### config.mk
export PLATFORM = sky130hd
export DESIGN_NAME = cmc_div
export DESIGN_NICKNAME = d
export VERILOG_FILES = /design/src/sv/cmc_pkg.sv /design/src/sv/cmc_div.sv
export SDC_FILE = /design/constraint.sdc
export NUM_CORES = 2
export LEC_CHECK = 0
export ABC_AREA = 1
export BUFFER_PORTS_ARGS = -buffer_cell sky130_fd_sc_hd__clkbuf_2
export CAP_MARGIN = 20
export CORE_UTILIZATION = 60
export CTS_BUF_LIST = sky130_fd_sc_hd__clkbuf_8
export DETAILED_ROUTE_END_ITERATION = 8
export PLACE_DENSITY_LB_ADDON = 0.2
export SETUP_SLACK_MARGIN = 0.2
export SYNTH_ARGS = -nofsm -noshare
export SYNTH_HDL_FRONTEND = slang
export SYNTH_SLANG_ARGS = --single-unit
export TNS_END_PERCENT = 30
### constraint.sdc
create_clock -name clk -period 4.93 [get_ports clk]
set_clock_uncertainty 0.15 [all_clocks]
set_input_delay 0.493 -clock clk [delete_from_list [all_inputs] [get_ports clk]]
set_output_delay 0.493 -clock clk [all_outputs]
set_load 0.02 [all_outputs]
### src/sv/cmc_pkg.sv
// shared constants, path codes and side-band types of the color model converter
package cmc_pkg;

	localparam logic [15:0] FULL16   = 16'hFFFF;
	localparam logic [16:0] TWO_FULL = 17'd131070;
	localparam logic [31:0] DEN_RGB  = 32'hFFFF_0000;
	localparam logic [33:0] DD_HSL   = 34'h1_FFFC_0002;

	localparam logic [1:0] MODEL_RGBA  = 2'd0;
	localparam logic [1:0] MODEL_HSVA  = 2'd1;
	localparam logic [1:0] MODEL_HSLA  = 2'd2;
	localparam logic [1:0] MODEL_UNDEF = 2'd3;

	localparam int DIV_NUM_W = 49;
	localparam int DIV_DEN_W = 34;
	localparam int DIV_QUO_W = 16;
	localparam int DIV_LAT   = DIV_QUO_W + 1;

	typedef enum logic [2:0] {
		PATH_COPY    = 3'd0,
		PATH_RGB2HSV = 3'd1,
		PATH_RGB2HSL = 3'd2,
		PATH_HSV2RGB = 3'd3,
		PATH_HSL2HSV = 3'd4,
		PATH_HSV2HSL = 3'd5,
		PATH_HSL2RGB = 3'd6
	} path_t;

	typedef struct packed {
		path_t       path;
		logic [15:0] c0;
		logic [15:0] c1;
		logic [15:0] c2;
		logic [15:0] lv;
		logic [15:0] alpha;
	} side1_t;

	typedef struct packed {
		path_t       path;
		logic [2:0]  sext;
		logic [15:0] hh;
		logic [15:0] ss;
		logic [15:0] tt;
		logic [15:0] alpha;
	} side2_t;

endpackage

### src/sv/cmc_div.sv
// pipelined restoring divider, one quotient bit per stage, saturating quotient
module cmc_div
	import cmc_pkg::*;
#(
	parameter int NUM_W = DIV_NUM_W,
	parameter int DEN_W = DIV_DEN_W,
	parameter int QUO_W = DIV_QUO_W
) (
	input  logic             clk,
	input  logic             en,
	input  logic [NUM_W-1:0] num,
	input  logic [DEN_W-1:0] den,
	output logic [QUO_W-1:0] quo
);

	localparam int HI_W  = NUM_W - QUO_W;
	localparam int CMP_W = (HI_W > DEN_W) ? HI_W : DEN_W;

	logic [NUM_W-1:0] num_s0;
	logic [DEN_W-1:0] den_s0;
	logic [DEN_W-1:0] den_s [1:QUO_W];
	logic [DEN_W-1:0] rem_s [1:QUO_W];
	logic [QUO_W-1:0] bits_s [1:QUO_W];
	logic             ovf_s [1:QUO_W];

	always_ff @(posedge clk) begin
		if (en) begin
			num_s0 <= num;
			den_s0 <= den;
		end
	end

	for (genvar g = 1; g <= QUO_W; g++) begin : g_step
		logic [DEN_W-1:0] rem_in;
		logic [DEN_W-1:0] den_in;
		logic [QUO_W-1:0] bits_in;
		logic             ovf_in;
		logic [DEN_W:0]   trial;
		logic             take;

		if (g == 1) begin : g_first
			// quotient must fit: top part of numerator below divisor
			assign rem_in  = DEN_W'(num_s0[NUM_W-1:QUO_W]);
			assign bits_in = num_s0[QUO_W-1:0];
			assign den_in  = den_s0;
			assign ovf_in  = CMP_W'(num_s0[NUM_W-1:QUO_W]) >= CMP_W'(den_s0);
		end else begin : g_next
			assign rem_in  = rem_s[g-1];
			assign bits_in = bits_s[g-1];
			assign den_in  = den_s[g-1];
			assign ovf_in  = ovf_s[g-1];
		end

		assign trial = {rem_in, bits_in[QUO_W-1]};
		assign take  = trial >= {1'b0, den_in};

		always_ff @(posedge clk) begin
			if (en) begin
				rem_s[g]  <= take ? DEN_W'(trial - {1'b0, den_in}) : trial[DEN_W-1:0];
				bits_s[g] <= {bits_in[QUO_W-2:0], take};
				den_s[g]  <= den_in;
				ovf_s[g]  <= ovf_in;
			end
		end
	end

	assign quo = ovf_s[QUO_W] ? {QUO_W{1'b1}} : bits_s[QUO_W];

endmodule

**Word-level counts from Yosys, hierarchy flattened**

Memories as Yosys holds them, arrays and structs flattened.
Cells that the tools add are included.

- Add/subtract/negate cells: 16
- Mux-type cells: 19
- Order comparisons: 17

Operators by type and width:

| kind | count |
|---|---|
| two-way mux 34 bit | 16 |
| subtractor 34 bit | 16 |
| greater-or-equal comparator 35 x 34 -> 1 bit | 15 |
| greater-or-equal comparator 33 x 34 -> 1 bit | 1 |
| greater-or-equal comparator 34 bit | 1 |
| two-way mux 16 bit | 1 |
| two-way mux 1 bit | 2 |

- Memories: 4
- Output and inout port bits: 16
- Input port bits: 85
- Bits in registers: 83
- Bits in writable memories: 1360
- Logic and storage cells: 58

Memories:

| name | depth | width | rd ports | clocked after Yosys merged registers in | write ports | line | text |
|---|---|---|---|---|---|---|---|
| den_s | 16 | 34 | 15 | 0 | 16 | cmc_div.sv:21 | `logic [DEN_W-1:0] den_s [1:QUO_W];` |
| rem_s | 16 | 34 | 15 | 0 | 16 | cmc_div.sv:22 | `logic [DEN_W-1:0] rem_s [1:QUO_W];` |
| bits_s | 16 | 16 | 16 | 0 | 16 | cmc_div.sv:23 | `logic [QUO_W-1:0] bits_s [1:QUO_W];` |
| ovf_s | 16 | 1 | 16 | 0 | 16 | cmc_div.sv:24 | `logic ovf_s [1:QUO_W];` |

**Depth between registers and ports, before layout**

An unclocked memory read counts as a cell.

- Depth after elaboration: 3
- Mapped depth: 17
- Gate-level depth less buffers: 15

**Least setup slack after synthesis**

Ideal clock, no wire load.

- Path type: register -> register
- From: register num_s0[15]
- To: register rem_s[0][66] (netlist name)
- Setup slack: 2630 ps
- Period minus slack after synthesis: 2300 ps
- Data arrival time: 1897 ps
- Path buffers: 2
- Setup time: 253 ps
- Data required time: 4527 ps
- Cell stages (with the launch flop): 15
- Path through: edfxtp_1 inv_1 ha_1 inv_1 fa_1 nand3_1 nand3_1 nand2_2 nand3_2 nand2_1 nand2_2 buf_6 buf_6 nand3_1 nand2_1

RTL lines:

| what | line | text |
|---|---|---|
| start, declared | cmc_div.sv:19 | `logic [NUM_W-1:0] num_s0;` |
| start signal, assigned | cmc_div.sv:28 | `num_s0 <= num;` |

==> flow_summary.ini <==
[synthesis]
syn_inst = 11270
synth_compound_area_frac = 0.0410
synthMuxAreaShare = 0
yosys.area_share.adder = 0.0849
synth-simple-area-share = 0.284
syn_nets = 11947
post-synth-top-count-cell = nand2_1
netlist_area_um2 = 88500
synth_top_family_by_area = simple AND/OR/NAND/NOR gates
synth_ff_type = edfxtp_1
ys_seq_elements = 1375
synth-seq-area-share = 0.466
yosysTopAreaCell = edfxtp_1
synth-warning-count = 0
netlist.area_leader.share = 0.466
yosys-top-cells-count = 4401 x nand2_1, 2028 x inv_1, 1375 x edfxtp_1, 853 x nor2_1, 577 x ha_1
syn_avg_cell_area_um2 = 7.86
synth_area_leaders = edfxtp_1 47%, nand2_1 19%, inv_1 8.6%
async_flop_share = 0
synth_xor_area_frac = 0.0264
synthDistinctLibCells = 39
synth_edf_count = 1375

[sta]
rsz0062_at_grt = false
slew_viol_final = 0
max_freq_mhz = 265
worst_pin_slew_ns = 1.13
fin_ws_ns = 1.16
fin_crit_ns = 3.77
final.period_utilization = 0.765
setup-tns-final_ns = 0
setup_violations = 0
hold_violations = 0
relSlewSlack = 0.244

[global_routing]
met1_usage = 0.462
grt_pass1_wl_um = 424000
use_met3 = 0.0692
use_met2 = 0.631
grt_pass1_vias = 73509
top_usage_layer = met2
gr-total-overflow = 0
antenna_found_initial = 17
grt_max_degree = 126
track_usage = 0.379

[placement]
port_buffers = 100
placed_cell_area_um2 = 91000
place_inst = 13229
place_hpwl_um = 228000
pre_cts_slack_ns = 1.41
gp_congestion = 1.07

[worst_setup_path]
worst_path_max_delay_cell = inv_2
path_max_fanout = 37
cp-start-kind = flip-flop
critical_path_arrival_ns = 4.45
crit_path_cell_trace = inv_1, ha_1, nand2_1, nor2_1, nor2_2, inv_1, nand2_1, nand3_2, nand2_1, nand2_1, nand2_1, nand2_4, inv_2, nand2_1, nand2_1
cp.required_ns = 5.61
endpoint_kind = flip-flop
crit_type = reg -> reg
max_stage_delay_ns = 0.64
cp_common_cell = nand2_1

[routing]
initialDrtViolationCount = 7712
remaining_drc_errors = 0
dr.pass1.iters = 9
viasPerCell = 5.56
wl_per_cell_um = 20.9
final_antenna_net_count = 0
wl_um = 287000
vias = 76409

[die]
pin_count = 101
die_h_um = 386
initial_utilization = 0.606
die-area_um2 = 149000
coreArea_um2 = 146000
die_w_um = 386
rows = 140

[cts]
cts_resized = 0
clk_pin_slew_ns = 0.07
ctsHtreeMaxLevel = 4
cts_tree = built
clock_sinks = 1375
cts_buffers = 224
clkLatencyLatePin_ns = 0.98
cts_setup_buffers = 0
clockRootBuffer = clkbuf_8
clock_path_buffers = 3

[power]
peakVddDrop_v = 0.000447
p_per_area_nw_per_um2 = 612
leakage_nw = 48.7

[min_path]
hold_path_class = in -> reg

[layout]
final_nets = 12301
fin_area_um2 = 96600
drive_gt1_frac = 0.0531
fin_cells = 13741
fin_util = 0.661
areaGrowthSynthToFinish_pct = 9.04

[job]
cap_violations = 0

[run_status]
status = finished clean
[metrics by stage]
stage | total power, W | hold slack (ns)
global route | 0.0629 | 0.0319
detailed placement | 0.0477 | 0.255
floorplan | 0.0390 | 0.250
global placement | 0.0470 | 0.251
finish | 0.0591 | 0.0675
CTS | 0.0584 | 0.00667
[registers in the layout (all words and copies together), names as in the netlist]
signal  flops
rem_s     510
den_s0     34
bits_s    256
num_s0     49
ovf_s      16
den_s     510
[power breakdown]
part / switching [W] / leakage, nW / internal [W]
logic: 0.0200 / 32.7 / 0.00915
clock network: 0.00512 / 2.51 / 0.00542
registers: 0.00254 / 13.5 / 0.0169
[worst max-delay path, delay by kind of cell (launching register included)]
kind / cells / cell delay, ns
buffers and inverters: 3 / 0.85
DFF: 1 / 0.45
adders and majority gates: 1 / 0.26
and+or+nand+nor: 11 / 1.86
[metal layers]
metal  vias up  routed length, um  part of all wire
li1      36417                  -                 -
met1     35277             109000              0.38
met2      3776             135000              0.47
met3       929              24200             0.084
met4        10              18500             0.064
met5         -                 64           0.00022
[cells by family after synthesis]
| kind of cell | count (synthesis) |
|---|---|
| compound gates | 703 |
| flops | 1375 |
| xor+xnor | 267 |
| simple gates | 6182 |
| fa+ha+maj | 592 |
| buf+inv | 2151 |
[final cells by class]
type                            count  area [um2]
Fill cell                       12298       49500
Sequential cell                  1375       41300
Multi-Input combinational cell   7744       38600
Inverter                         2055        7750
Clock buffer                      224        3080
Tap cell                         1917        2400
Timing Repair Buffer              224        1830
Clock inverter                    197        1580
Antenna cell                        5        12.5
[cell usage in the layout (no fill, tap or decap), types with 99 or more instances in the layout]
cell type | Yosys | layout
nand2_1 | 4401 | 4401
inv_1 | 2028 | 2074
edfxtp_1 | 1375 | 1375
nor2_1 | 853 | 853
ha_1 | 577 | 577
nand3_1 | 507 | 507
a21oi_1 | 450 | 450
xor2_1 | 229 | 229
clkbuf_8 | 0 | 224
o21ai_0 | 208 | 208
nand3b_1 | 103 | 103
clkbuf_2 | 0 | 99
[worst paths after layout]
kind | startpoint | end | slack (ns) | depth (start not counted)
hold reg to reg | bits_s[0][81] | bits_s[0][98] | 0.26 | 0
hold / removal | den[28] | den_s0[28] | 0.07 | 2
setup / recovery | den_s[0][477] | rem_s[0][512] | 1.16 | 15
setup reg to reg | den_s[0][477] | rem_s[0][512] | 1.16 | 15
[timing repair]
item | 4_1_cts | 5_1_grt
setup endpoints to repair | 0 | 0
hold buffers | 84 | 0
hold endpoints to repair | 108 | 0
(Power assumes the default switching activity.)
